[src/rtl/mbs_pkg.sv]
// Shared constants, types and control structs for the median background subtraction block.
`timescale 1ns / 1ps

package mbs_pkg;

  localparam int HISTORY_FRAMES = 3;
  localparam int MAX_PIXELS     = 131072;

  localparam int CH_W     = 8;
  localparam int PIX_W    = 3 * CH_W;
  localparam int ROW_W    = HISTORY_FRAMES * PIX_W;
  localparam int POS_W    = (MAX_PIXELS > 1) ? $clog2(MAX_PIXELS) : 1;
  localparam int SLOT_W   = (HISTORY_FRAMES > 1) ? $clog2(HISTORY_FRAMES) : 1;
  localparam int SEEN_W   = $clog2(HISTORY_FRAMES + 2);
  localparam int RANK_W   = $clog2(HISTORY_FRAMES + 1);
  localparam int MED_IDX  = HISTORY_FRAMES / 2;

  // Gray conversion: (1868*B + 9617*G + 4899*R + 8192) >> 14.
  localparam int PROD_B_W   = 19;
  localparam int PROD_G_W   = 22;
  localparam int PROD_R_W   = 21;
  localparam int SUM_W      = 23;
  localparam int GRAY_SHIFT = 14;
  localparam logic [10:0]      COEF_B     = 11'd1868;
  localparam logic [13:0]      COEF_G     = 14'd9617;
  localparam logic [12:0]      COEF_R     = 13'd4899;
  localparam logic [SUM_W-1:0] GRAY_ROUND = 23'd8192;

  localparam logic [CH_W-1:0] THRESH_RESET = 8'd25;

  // Channel positions inside a stored pixel word.
  localparam int CH_BLUE  = 0;
  localparam int CH_GREEN = 1;
  localparam int CH_RED   = 2;

  typedef logic [CH_W-1:0] chan_t;
  typedef logic [2:0][CH_W-1:0] diff_t;

  // Register load strobes for the four stages behind the input.
  typedef struct packed {
    logic ld1;
    logic ld2;
    logic ld3;
    logic ld4;
  } pipe_ctl_t;

endpackage

[src/rtl/mbs_gray.sv]
// Weighted gray conversion of the channel differences and the foreground threshold test.
`timescale 1ns / 1ps

module mbs_gray (
  input  logic                          clk,
  input  mbs_pkg::pipe_ctl_t            ctl,
  input  mbs_pkg::diff_t                diff,
  input  mbs_pkg::chan_t                threshold,
  output mbs_pkg::chan_t                gray,
  output logic                          foreground
);

  logic [mbs_pkg::PROD_B_W-1:0] prod_b_r;
  logic [mbs_pkg::PROD_G_W-1:0] prod_g_r;
  logic [mbs_pkg::PROD_R_W-1:0] prod_r_r;
  logic [mbs_pkg::SUM_W-1:0]    sum;

  always_ff @(posedge clk) begin
    if (ctl.ld4) begin
      prod_b_r <= mbs_pkg::PROD_B_W'(mbs_pkg::COEF_B) *
                  mbs_pkg::PROD_B_W'(diff[mbs_pkg::CH_BLUE]);
      prod_g_r <= mbs_pkg::PROD_G_W'(mbs_pkg::COEF_G) *
                  mbs_pkg::PROD_G_W'(diff[mbs_pkg::CH_GREEN]);
      prod_r_r <= mbs_pkg::PROD_R_W'(mbs_pkg::COEF_R) *
                  mbs_pkg::PROD_R_W'(diff[mbs_pkg::CH_RED]);
    end
  end

  assign sum = mbs_pkg::SUM_W'(prod_b_r) + mbs_pkg::SUM_W'(prod_g_r) +
               mbs_pkg::SUM_W'(prod_r_r) + mbs_pkg::GRAY_ROUND;
  assign gray       = sum[mbs_pkg::GRAY_SHIFT +: mbs_pkg::CH_W];
  assign foreground = (gray > threshold);

endmodule

[config.mk]
export PLATFORM = sky130hd
export DESIGN_NAME = mbs_gray
export DESIGN_NICKNAME = d
export VERILOG_FILES = /design/src/rtl/mbs_pkg.sv /design/src/rtl/mbs_gray.sv
export SDC_FILE = /design/constraint.sdc
export NUM_CORES = 1
export LEC_CHECK = 0
export BUFFER_PORTS_ARGS = -buffer_cell sky130_fd_sc_hd__buf_4
export CAP_MARGIN = 20
export CORE_MARGIN = 3
export CORE_UTILIZATION = 45
export CTS_CLUSTER_DIAMETER = 60
export DETAILED_ROUTE_END_ITERATION = 8
export HOLD_SLACK_MARGIN = 0.15
export PLACE_DENSITY = 0.69
export SYNTH_ARGS = -nofsm -noshare
export SYNTH_HDL_FRONTEND = slang
export SYNTH_SLANG_ARGS = --single-unit
[constraint.sdc]
create_clock -name clk -period 7.9 [get_ports clk]
set_input_delay 0.395 -clock clk [delete_from_list [all_inputs] [get_ports clk]]
set_output_delay 0.395 -clock clk [all_outputs]
set_load 0.05 [all_outputs]
# [Word-level counts from Yosys, hierarchy flattened]
# Cells that the tools add are included.
[classes] div_mod_pow=0 mul=3 reduce_logical=0 n_addsub=3 order_cmp=1 shift=0 bitwise=0 eq_ne=0 mux=0
[op_table] cell="$add A19 B22 Y22" count=1
[op_table] cell="$add A22 B14 Y22 const B" count=1
[op_table] cell="$add A22 B21 Y22" count=1
[op_table] cell="$mul A14 B8 Y22 const A" count=1
[op_table] cell="$mul A13 B8 Y21 const A" count=1
[op_table] cell="$mul A9 B8 Y17 const A" count=1
[op_table] cell="$gt A8 B8 Y1" count=1
[word_totals] latchBits=0 ff_bits=60 out_inout_bits=9 memories=0 mem_bits_rw=0 elab_cells=10 input_bits=37 rom_bits=0

# [Depth between registers and ports, before layout]
[logic_depth] depth_word=4 mapped_depth=19

# [Worst setup path after synthesis]
# No wires, ideal clock.
[synth_timing] path_kind="register -> output" start="register prod_b_r[12] in the netlist's numbering" end="output port foreground" path_slack_ns=2.997 n_path_buf=0 arrival_ns=4.508 stages_incl_launch_ff=17 cell_sequence="edfxtp_1 -> inv_1 -> fa_1 -> inv_1 -> ha_1 -> ha_1 -> a21o_1 -> a31o_1 -> a21oi_1 -> o21ai_1 -> a41o_1 -> o31a_1 -> xnor2_1 -> ha_1 -> nand3_1 -> o21ai_0 -> o31a_1"
[synth_via] elab_chain_cells=4
[synth_lines] element="start: declaration" line_no="mbs_gray.sv:13" text="logic [mbs_pkg::PROD_B_W-1:0] prod_b_r;"
[synth_lines] element="start signal: assignment" line_no="mbs_gray.sv:20" text="prod_b_r <= mbs_pkg::PROD_B_W'(mbs_pkg::COEF_B) *"
[synth_lines] element="$add A19 B22 Y22" line_no="mbs_gray.sv:29" text="assign sum = mbs_pkg::SUM_W'(prod_b_r) + mbs_pkg::SUM_W'(prod_g_r) +"
[synth_lines] element="$add A22 B21 Y22" line_no="mbs_gray.sv:29"
[synth_lines] element="$add A22 B14 Y22" line_no="mbs_gray.sv:30" text="mbs_pkg::SUM_W'(prod_r_r) + mbs_pkg::GRAY_ROUND;"
[synth_lines] element="named net gray[7]" line_no="mbs_gray.sv:9" text="output mbs_pkg::chan_t gray,"
[synth_lines] element="$gt A8 B8 Y1" line_no="mbs_gray.sv:32" text="assign foreground = (gray > threshold);"
[synth_lines] element="end: declaration" line_no="mbs_gray.sv:10" text="output logic foreground"
# The timed path passes the listed nets, and every way through them passes these cells.

# [Worst setup path in the final report]
[layout_timing] start="register prod_b_r[6] in the netlist's numbering" end="output port foreground"
[layout_via] elab_chain_cells=4
[layout_lines] element="$add A19 B22 Y22" line_no="mbs_gray.sv:29"
[layout_lines] element="$add A22 B21 Y22" line_no="mbs_gray.sv:29"
[layout_lines] element="$add A22 B14 Y22" line_no="mbs_gray.sv:30"
[layout_lines] element="$gt A8 B8 Y1" line_no="mbs_gray.sv:32"
# Every way passes these cells.

==> results_dict.tcl <==
set metrics [dict create \
    place.gp.congestion 0.807 \
    grt_pass1_wl_mm 22.9 \
    grt_max_degree 61 \
    area_growth_pct 11.6 \
    grt_pass1_vias 5030 \
    postSynthAreaPerCell_sq_um 10.2 \
    drc 0 \
    cts_sinks 60 \
    yosys.cell_types.count 53 \
    cts_resized 0 \
    stdcell_count 1041 \
    h-tree-depth 3 \
    cts_inserted_buffers 9 \
    end_kind "output port" \
    root_buffer "clkbuf_16" \
    status "complete, no violations" \
    async_flop_share 0 \
    initial_core_util 0.465 \
    post_cts_hold_buffer_count 0 \
    tritoncts "yes" \
    netlist_area_sq_um 7790 \
    clock.fmax_mhz 207 \
    portBuffers 42 \
    hold_viol_final 0 \
    dp_hpwl_mm 11.3 \
    drtAntennaViolNets 0 \
    drt_iter0_drc 177 \
    core_sq_um 16800 \
    gr-total-overflow 0 \
    grtUsageTotal 0.152 \
    synth_nets 1054 \
    drv_slew 0 \
    fin_crit_sh 0.611 \
    finalSetupViolations 0 \
    final_area_sq_um 8700 \
    rows 47 \
    nets 1107 \
    yosysWarnings 0 \
    final_common_cell "inv_1" \
    hp-class "in -> reg" \
    cts_max_path_buffers 2 \
    die_y_microns 138 \
    synth_cells 763 \
    fin_crit_ns 4.83 \
    tightest_slew_ns 0.761 \
    dr_total_vias 5146 \
    clk_pin_slew_ns 0.06 \
    dieArea_sq_um 18900 \
    critPathKind "reg -> out" \
    viasPerCell 4.94 \
    start_kind "flip-flop" \
    rsz0062_at_grt "false" \
    final_layout_size_suffix_gt1_frac 0.0816 \
    n_antenna_cell 0 \
    io_pins 46 \
    synth_edf_count 60 \
    seq_area_frac_synth 0.231 \
    cts_setup_buffers 0 \
    critPathArrivalTime_ns 4.44 \
    fp.dieW_microns 138 \
    ys_ff_latch 60 \
    dr.pass1.iters 4 \
    slew-limit-headroom 0.493 \
    drt-wirelength-per-cell_microns 12.7 \
    path_max_fanout 2 \
    crit_required_ns 7.51 \
    layout_common_cells "inv_1, ha_1, fa_1, edfxtp_1, buf_4" \
    dp_cells 1025 \
    ys.flop_type "edfxtp_1" \
    setup_tns_ns 0 \
    placed_area_sq_um 8390 \
    wl_mm 13.2 \
    maxCapViolations 0 \
    grt_antenna_before_repair 0 \
]
## stage by stage
| step | hold WS, ns | util | setup slack (ns) |
|---|---|---|---|
| global route | 0.275 | 0.519 | 2.64 |
| detailed placement | 0.615 | 0.500 | 3.45 |
| floorplan | 0.494 | - | 3.00 |
| global placement | 0.615 | 0.500 | 3.48 |
| CTS | 0.273 | 0.519 | 3.05 |
| finish | 0.281 | 0.519 | 3.07 |
## flip-flops by register name (all words and copies together) (netlist names)
name      flops
prod_r_r     21
prod_g_r     22
prod_b_r     17
## layer usage
| metal | vias up | GRT usage | wire length, microns |
|---|---|---|---|
| met2 | 56 | 0.256 | 6330 |
| met3 | 16 | 0.0168 | 325 |
| met1 | 2417 | 0.207 | 6370 |
| met5 | - | 0 | 0 |
| met4 | 0 | 0.0399 | 180 |
| li1 | 2657 | - | - |
## final timing paths
path           to         from  cells after the start  slack, ns
max    foreground  prod_b_r[6]                     20       3.07
min   prod_b_r[2]      diff[0]                      1       0.28
## kinds of logic after synthesis
group,count (synthesis),share of synthesized area
fa+ha+maj,254,0.466
compound gates,120,0.104
mux,1,0.00128
simple gates,83,0.0531
flops,60,0.231
buf+inv,205,0.0987
xor+xnor,40,0.0449
## synthesized netlist by cell type (all sizes together) (3+ instances only)
cell type,n,share of area
inv,205,0.099
ha,193,0.31
fa,61,0.16
edfxtp,60,0.23
xnor2,31,0.035
a21oi,30,0.020
nor2,30,0.014
o21ai,21,0.013
a21o,11,0.011
nand2,10,0.0048
o21a,9,0.0087
o21bai,9,0.0087
xor2,9,0.010
nand3,8,0.0051
nor3,8,0.0051
a211oi,6,0.0058
nor2b,6,0.0048
a21boi,4,0.0039
nand2b,4,0.0032
o211ai,4,0.0045
o31ai,4,0.0045
a31oi,3,0.0024
and2,3,0.0024
nand4,3,0.0024
o31a,3,0.0034
or2,3,0.0024
## layout make-up
type | instances | area, sq um
fill | 1516 | 8060
multi-input combinational | 498 | 5220
sequential | 60 | 1800
inverter | 205 | 769
timing repair buffer | 42 | 315
tap | 220 | 275
clock buffer | 10 | 229
clock inverter | 6 | 87.6
## worst max-delay path, stage by stage, from the launching register on
cell      delay, ns
edfxtp_1       0.33
inv_1          0.06
fa_1           0.54
inv_1          0.05
ha_1           0.30
ha_1           0.29
o21ai_0        0.09
a211oi_1       0.24
o22ai_1        0.15
o31ai_1        0.37
a21o_1         0.19
xor2_1         0.20
ha_1           0.27
nor2b_1        0.13
o21a_1         0.15
o21ai_0        0.15
nand2b_1       0.07
a21oi_1        0.14
o21ai_0        0.09
o31a_1         0.11
buf_4          0.19
Power is left out: the tool's default activity adds up to more than one toggle a clock period on the data nets, which glitch-free logic cannot reach.
