**src/rtl/mbs_pkg.sv**
```systemverilog
// Shared constants, types and control structs for the median background subtraction block.
`timescale 1ns / 1ps

package mbs_pkg;

  localparam int HISTORY_FRAMES = 3;
  localparam int MAX_PIXELS     = 131072;

  localparam int CH_W     = 8;
  localparam int PIX_W    = 3 * CH_W;
  localparam int ROW_W    = HISTORY_FRAMES * PIX_W;
  localparam int POS_W    = (MAX_PIXELS > 1) ? $clog2(MAX_PIXELS) : 1;
  localparam int SLOT_W   = (HISTORY_FRAMES > 1) ? $clog2(HISTORY_FRAMES) : 1;
  localparam int SEEN_W   = $clog2(HISTORY_FRAMES + 2);
  localparam int RANK_W   = $clog2(HISTORY_FRAMES + 1);
  localparam int MED_IDX  = HISTORY_FRAMES / 2;

  // Gray conversion: (1868*B + 9617*G + 4899*R + 8192) >> 14.
  localparam int PROD_B_W   = 19;
  localparam int PROD_G_W   = 22;
  localparam int PROD_R_W   = 21;
  localparam int SUM_W      = 23;
  localparam int GRAY_SHIFT = 14;
  localparam logic [10:0]      COEF_B     = 11'd1868;
  localparam logic [13:0]      COEF_G     = 14'd9617;
  localparam logic [12:0]      COEF_R     = 13'd4899;
  localparam logic [SUM_W-1:0] GRAY_ROUND = 23'd8192;

  localparam logic [CH_W-1:0] THRESH_RESET = 8'd25;

  // Channel positions inside a stored pixel word.
  localparam int CH_BLUE  = 0;
  localparam int CH_GREEN = 1;
  localparam int CH_RED   = 2;

  typedef logic [CH_W-1:0] chan_t;
  typedef logic [2:0][CH_W-1:0] diff_t;

  // Register load strobes for the four stages behind the input.
  typedef struct packed {
    logic ld1;
    logic ld2;
    logic ld3;
    logic ld4;
  } pipe_ctl_t;

endpackage

```
**src/rtl/mbs_median.sv**
```systemverilog
// Per-channel upper median of the stored frames and saturated background-minus-current.
`timescale 1ns / 1ps

module mbs_median (
  input  logic                         clk,
  input  mbs_pkg::pipe_ctl_t           ctl,
  input  logic [mbs_pkg::ROW_W-1:0]    row,
  input  logic [mbs_pkg::PIX_W-1:0]    cur,
  output mbs_pkg::diff_t               diff
);

  logic [mbs_pkg::ROW_W-1:0] vals2_r;
  logic [mbs_pkg::PIX_W-1:0] cur2_r;
  logic [2:0][mbs_pkg::HISTORY_FRAMES-1:0][mbs_pkg::RANK_W-1:0] rank_nxt, rank2_r;
  mbs_pkg::diff_t diff_nxt, diff3_r;

  // Stable rank of each value: smaller ones plus equal ones in earlier slots.
  // The value of rank HISTORY_FRAMES/2 is the upper median.
  always_comb begin
    logic [mbs_pkg::HISTORY_FRAMES-1:0] below;
    mbs_pkg::chan_t vi, vj;
    for (int c = 0; c < 3; c++) begin
      for (int i = 0; i < mbs_pkg::HISTORY_FRAMES; i++) begin
        vi = row[i*mbs_pkg::PIX_W + c*mbs_pkg::CH_W +: mbs_pkg::CH_W];
        for (int j = 0; j < mbs_pkg::HISTORY_FRAMES; j++) begin
          vj = row[j*mbs_pkg::PIX_W + c*mbs_pkg::CH_W +: mbs_pkg::CH_W];
          below[j] = (vj < vi) || ((j < i) && (vj == vi));
        end
        rank_nxt[c][i] = mbs_pkg::RANK_W'($countones(below));
      end
    end
  end

  always_ff @(posedge clk) begin
    if (ctl.ld2) begin
      vals2_r <= row;
      cur2_r  <= cur;
      rank2_r <= rank_nxt;
    end
  end

  always_comb begin
    mbs_pkg::chan_t med, cv;
    for (int c = 0; c < 3; c++) begin
      med = '0;
      for (int i = 0; i < mbs_pkg::HISTORY_FRAMES; i++) begin
        if (rank2_r[c][i] == mbs_pkg::RANK_W'(mbs_pkg::MED_IDX)) begin
          med = med | vals2_r[i*mbs_pkg::PIX_W + c*mbs_pkg::CH_W +: mbs_pkg::CH_W];
        end
      end
      cv = cur2_r[c*mbs_pkg::CH_W +: mbs_pkg::CH_W];
      diff_nxt[c] = (med > cv) ? (med - cv) : '0;
    end
  end

  always_ff @(posedge clk) begin
    if (ctl.ld3) begin
      diff3_r <= diff_nxt;
    end
  end

  assign diff = diff3_r;

endmodule

```
**config.mk**
```make
export PLATFORM = sky130hd
export DESIGN_NAME = mbs_median
export DESIGN_NICKNAME = d
export VERILOG_FILES = /design/src/rtl/mbs_pkg.sv /design/src/rtl/mbs_median.sv
export SDC_FILE = /design/constraint.sdc
export NUM_CORES = 1
export LEC_CHECK = 0
export BUFFER_PORTS_ARGS = -buffer_cell sky130_fd_sc_hd__buf_4
export CELL_PAD_IN_SITES_DETAIL_PLACEMENT = 0
export CELL_PAD_IN_SITES_GLOBAL_PLACEMENT = 1
export CORE_ASPECT_RATIO = 1.5
export CORE_MARGIN = 2
export CORE_UTILIZATION = 40
export CTS_BUF_LIST = sky130_fd_sc_hd__clkbuf_8
export DETAILED_ROUTE_END_ITERATION = 6
export PLACE_DENSITY = 0.7
export SYNTH_ARGS = -nofsm -noshare
export SYNTH_HDL_FRONTEND = slang
export SYNTH_SLANG_ARGS = --single-unit
```
**constraint.sdc**
```tcl
create_clock -name clk -period 6.35 [get_ports clk]
set_input_delay 0.635 -clock clk [delete_from_list [all_inputs] [get_ports clk]]
set_output_delay 0.635 -clock clk [all_outputs]
set_load 0.01 [all_outputs]
```
# Yosys cells after proc, flatten, opt, wreduce, memory -nomap -nowiden
# Cells that the tools add are included.
# op_classes
order_cmp,30
bitwise,6
eq_ne,18
reduce_logical,9
n_mux,9
add_sub_neg,21
# op_table
operator,n
less-than comparator 8 bit,27
== test 8 bit,9
2-to-1 mux 8 bit,9
bitwise OR 8 bit,6
greater-than comparator 8 bit,3
subtractor 8 bit,3
adder 1 x 1 -> 2 bit,9
adder 2 x 1 -> 2 bit,9
== test 2 x 1 -> 1 bit (second input constant),9
logical OR 1 bit,9
# word_totals
word_cells,107
out_inout_bits,24
regBits,138
input_bits,101

# Depth between registers and ports, before layout
# logic_depth
ltp_word,7
mapped_depth,11
ltp_nobuf,10

# Worst setup path after synthesis
# Ideal clock, no wire load.
# synth_path
kind,register to register
start,register rank2_r[6] (netlist bit)
end,"register diff3_r, in the netlist diff[11] (data pin)"
setup_time_ps,264
stages_incl_launch_ff,12
synth_period_minus_slack_ps,2632
setup_slack_ps,3718
t_required_ps,6086
path_buffers,1
t_arrival_ps,2369
cell_sequence,edfxtp_1 -> nor2b_1 -> clkbuf_1 -> a22o_1 -> a21oi_1 -> ha_1 -> fa_1 -> nor2b_4 -> o31a_2 -> a311o_2 -> o21ai_4 -> nor3_1
# synth_between
elab_chain_cells,7
elab_cells_between_ends,8
classes_between,add/sub: 1; order compare: 1; eq/ne: 1; mux: 3; bitwise: 2
# synth_rtl
item,line_no,rtl
start: declaration,mbs_median.sv:14,"logic [2:0][mbs_pkg::HISTORY_FRAMES-1:0][mbs_pkg::RANK_W-1:0] rank_nxt, rank2_r;"
start signal: assignment,mbs_median.sv:38,rank2_r <= rank_nxt;
== test 2 x 1 -> 1 bit (*),mbs_median.sv:47,if (rank2_r[c][i] == mbs_pkg::RANK_W'(mbs_pkg::MED_IDX)) begin
2-to-1 mux 8 bit (*),mbs_median.sv:47,
bitwise OR 8 bit,mbs_median.sv:48,med = med | vals2_r[i*mbs_pkg::PIX_W + c*mbs_pkg::CH_W +: mbs_pkg::CH_W];
2-to-1 mux 8 bit (*),mbs_median.sv:47,
bitwise OR 8 bit,mbs_median.sv:48,
2-to-1 mux 8 bit (*),mbs_median.sv:47,
subtractor 8 bit or greater-than comparator 8 bit (tied branches),mbs_median.sv:52,diff_nxt[c] = (med > cv) ? (med - cv) : '0;
end signal: assignment,mbs_median.sv:58,diff3_r <= diff_nxt;
end: declaration,mbs_median.sv:15,"mbs_pkg::diff_t diff_nxt, diff3_r;"
# Every way passes the cells marked *; elsewhere a longest branch is shown, timed or not.
# A chain may end at the register's enable or synchronous reset.

# Worst setup path after layout
# layout_path
start,register rank2_r[7] (netlist bit)
end,"register diff3_r, in the netlist diff[11] (data pin)"
# The elaborated chain is that of the path after synthesis.

==> summary.md <==
| Metric | Value |
|---|---|
| Status | complete, no violations |
| Post-synth EDFFs | 138 |
| Post-layout util | 0.490 |
| Clock tree from TritonCTS | done |
| Max IR drop VDD | 0.120 mV |
| Switching power as a share of total power | 0.287 |
| Primary FF master, synth | edfxtp_1 |
| Number of hold-repair buffers added at the cts stage | 0 |
| Final sum of negative setup slack | 0 ps |
| Slack of the worst reg-to-reg path | 3370 ps |
| Measured slew at the worst slew-check pin | 909 ps |
| Synthesized Nets | 857 |
| Buffer levels on the longest clock path | 2 |
| CTS HTree Levels | 4 |
| Arr. time, crit path | 3170 ps |
| Critical path class | flop to flop |
| DRC violation count after routing | 0 |
| Reg clk slew, reported paths | 90 ps |
| Placer's final routability congestion estimate | 0.850 |
| Critical path endpoint category | flop |
| Number of iterations in the first detailed-routing pass | 4 |
| Post-synthesis area per instance | 11.9 um2 |
| Post-layout power | 2.52 mW |
| Clock Skew | 16.5 ps |
| Wirelength per Cell | 15.6 um |
| Number of endpoints failing setup at the final stage | 0 |
| DPL Wire Length | 13.1 mm |
| Tot GR Track Use | 0.168 |
| Leading cell type by number of instances after synthesis | edfxtp_1 |
| Initial standard-cell utilization of the core | 0.405 |
| Largest net degree at the start of global routing | 74 |
| Final critical path time including I/O delays and setup | 2980 ps |
| Detail Route Antenna Nets | 0 |
| Inserted Clock Buffers | 17 |
| Count of distinct cell types in the synthesized netlist | 36 |
| Maximum Capacitance Violations | 0 |
| Chain of cells forming the critical path | nor2b_1 -> a22oi_1 -> nand2_1 -> ha_1 -> nor2b_4 -> o31a_2 -> a311o_2 -> o21ai_4 -> nor3_1 |
| Sum of routed wire length over all layers | 16.3 mm |
| Leading cell types by total area after synthesis | edfxtp_1, ha_1, inv_1, nand2_1, a21oi_1 |
| Fraction of power consumed by the clock network | 0.290 |
| Final cell count without fillers | 1050 |
| Cell taking the most area after synthesis | edfxtp_1 |
| Ratio of total power to cell area | 271 nW/um2 |
| Classification of the worst-slack hold path | primary input to flop |
| Crit-path slowest cell | nor2b_1 |
| Detailed-route via count | 5282 |
| Via count of the first global-routing pass | 5427 |
| Setup repair after global routing missed its margin | false |
| Critical Path Start Type | flop |
| Required time reported for the critical path endpoint | 6540 ps |
| Proportion of synthesized chip area in sequential cells | 0.539 |
| Switching power total | 0.724 mW |
| Leakage power of the design | 4.14 nW |
| Final critical-path setup slack | 3370 ps |
| Number of port buffers | 122 |
| Gate Count Post-Synth | 648 |
| Iteration-0 DRC count of the detailed router | 220 |
| Comb power frac | 0.255 |
| Post-synthesis instance area | 7690 um2 |
| Number of top-level pins | 125 |
| Die area | 20400 um2 |
| #FFs+latches synth | 138 |
| Number of max-slew violations in the final report | 0 |
| Max-Slew Margin vs Limit | 0.394 |
| Fraction of layout instances using a drive strength above 1 | 0.207 |
| Maximum clock frequency | 0.336 GHz |
| Post_cts resized | 0 |
| Clock latency on the worst-skew pair | 450 ps |
| Total of warnings raised by yosys | 0 |
| Buffers inserted by post-CTS timing repair | 0 |
| Total number of nets in the final design | 990 |
| Setup slack after placement | 3320 ps |
| Number of antenna violations at the first check in global routing | 0 |
| Global-route wire length before repair | 25.9 mm |
| Placed cell count | 1018 |
| Clock Sink Count | 138 |
| Internal power summed over all cells | 1.80 mW |
| Die extent in x | 117 um |
| P&R area growth vs syn | 21.0% |
| Number of fill cells | 1721 |
| Diodes inserted | 0 |
| Vias per cell | 5.03 |
| DIE HEIGHT | 174 um |
| Number of cell rows | 62 |
| Final worst path period share | 0.469 |
| Synth async-reset ratio | 0 |
| Most common library cells after synthesis | edfxtp_1, ha_1, inv_1, nand2_1, a21oi_1 |
| Clk root buf | clkbuf_8 |
| Register share of total power | 0.455 |
| Critical Path Max Stage Delay | 540 ps |
| Area inside the core boundary | 19000 um2 |
| Final count of hold timing violations | 0 |
| Overflow left after global routing | 0 |
| Portion of synthesized cell area occupied by the leading cell type | 0.539 |
| Crit path max fanout | 8 |
==> state kept, by name, indices dropped and copies added, names as in the netlist <==
name,flops
cur2_r,24
diff,24
rank2_r,18
vals2_r,72
==> cell usage in the layout (no fill, tap or decap), types with 3 or more instances in the layout <==
master      synthesis  routed
o21ai_0            25      25
nor3b_1             3       3
nand4_1            18      18
nor3_1             18      18
a22oi_1            21      21
ha_1              105     105
nand2_1            50      50
a211oi_1            7       7
o21bai_1            3       3
inv_1              76      77
clkinvlp_4          0       3
a21boi_0            5       5
a22o_1              3       3
o22ai_1             6       6
edfxtp_1          138     138
clkbuf_8            0      17
a21oi_1            34      34
xor2_1              3       3
a21o_1             18      18
nor2b_1            23      23
nand2b_1           12      12
clkinv_4            0       3
fa_1                3       3
o21a_1              6       6
nand3_1             7       7
nor2_1             30      30
o22a_1              8       8
bufinv_16           0       3
buf_4               0     123
==> metal layers <==
layer  vias to the layer above  share of wire  GRT usage
li1                       2658              -          -
met1                      2480           0.37      0.172
met2                       122           0.56      0.312
met3                        22          0.052     0.0406
met4                         0          0.021     0.0730
met5                         -              0          0
==> worst max-delay path: cells and delay by family, from the launching register on <==
family	cells	cell delay, ps
compound gates	4	1180
fa+ha+maj	1	280
flops	1	360
simple gates	4	920
==> stage by stage <==
stage / cell area [um2] / hold WS (ps)
after floorplan: 7690 / 651
after global placement: 8900 / 679
after detailed placement: 8900 / 702
after CTS: 9310 / 321
after global routing: 9310 / 319
final: 9310 / 351
==> cell families after synthesis <==
kind of cell	count (synthesis)	share of synthesized area
adders and majority gates	108	0.179
xor gates and xnor gates	3	0.00342
and+or+nand+nor	168	0.110
DFF	138	0.539
AOI/OAI and AO/OA	146	0.128
buffers and inverters	85	0.0415
==> power groups by stage <==
stage | Sequential (mW) | Clock [mW] | Combinational, mW
floorplan | 1.18 | 0 | 0.401
global placement | 1.17 | 0 | 0.629
detailed placement | 1.17 | 0 | 0.647
CTS | 1.15 | 0.752 | 0.650
global route | 1.16 | 0.786 | 0.728
finish | 1.15 | 0.732 | 0.644
==> path summary, 6_finish.rpt <==
kind / start / end / cells after the start
min: cur[23] / cur2_r[23] / 1
max reg2reg: rank2_r[7] / diff[11] / 9
min reg2reg: cur2_r[0] / diff[0] / 2
max: rank2_r[7] / diff[11] / 9
==> final cells by class <==
cell class                 count  area, um2  area share
multi-input combinational    425       3230       0.347
tap                          256        320      0.0344
clock inverter                15        174      0.0187
inverter                      76        285      0.0306
timing repair buffer         123        923      0.0992
sequential                   138       4140       0.445
clock buffer                  17        234      0.0251
No activity file was read; power rests on OpenSTA's default activity.
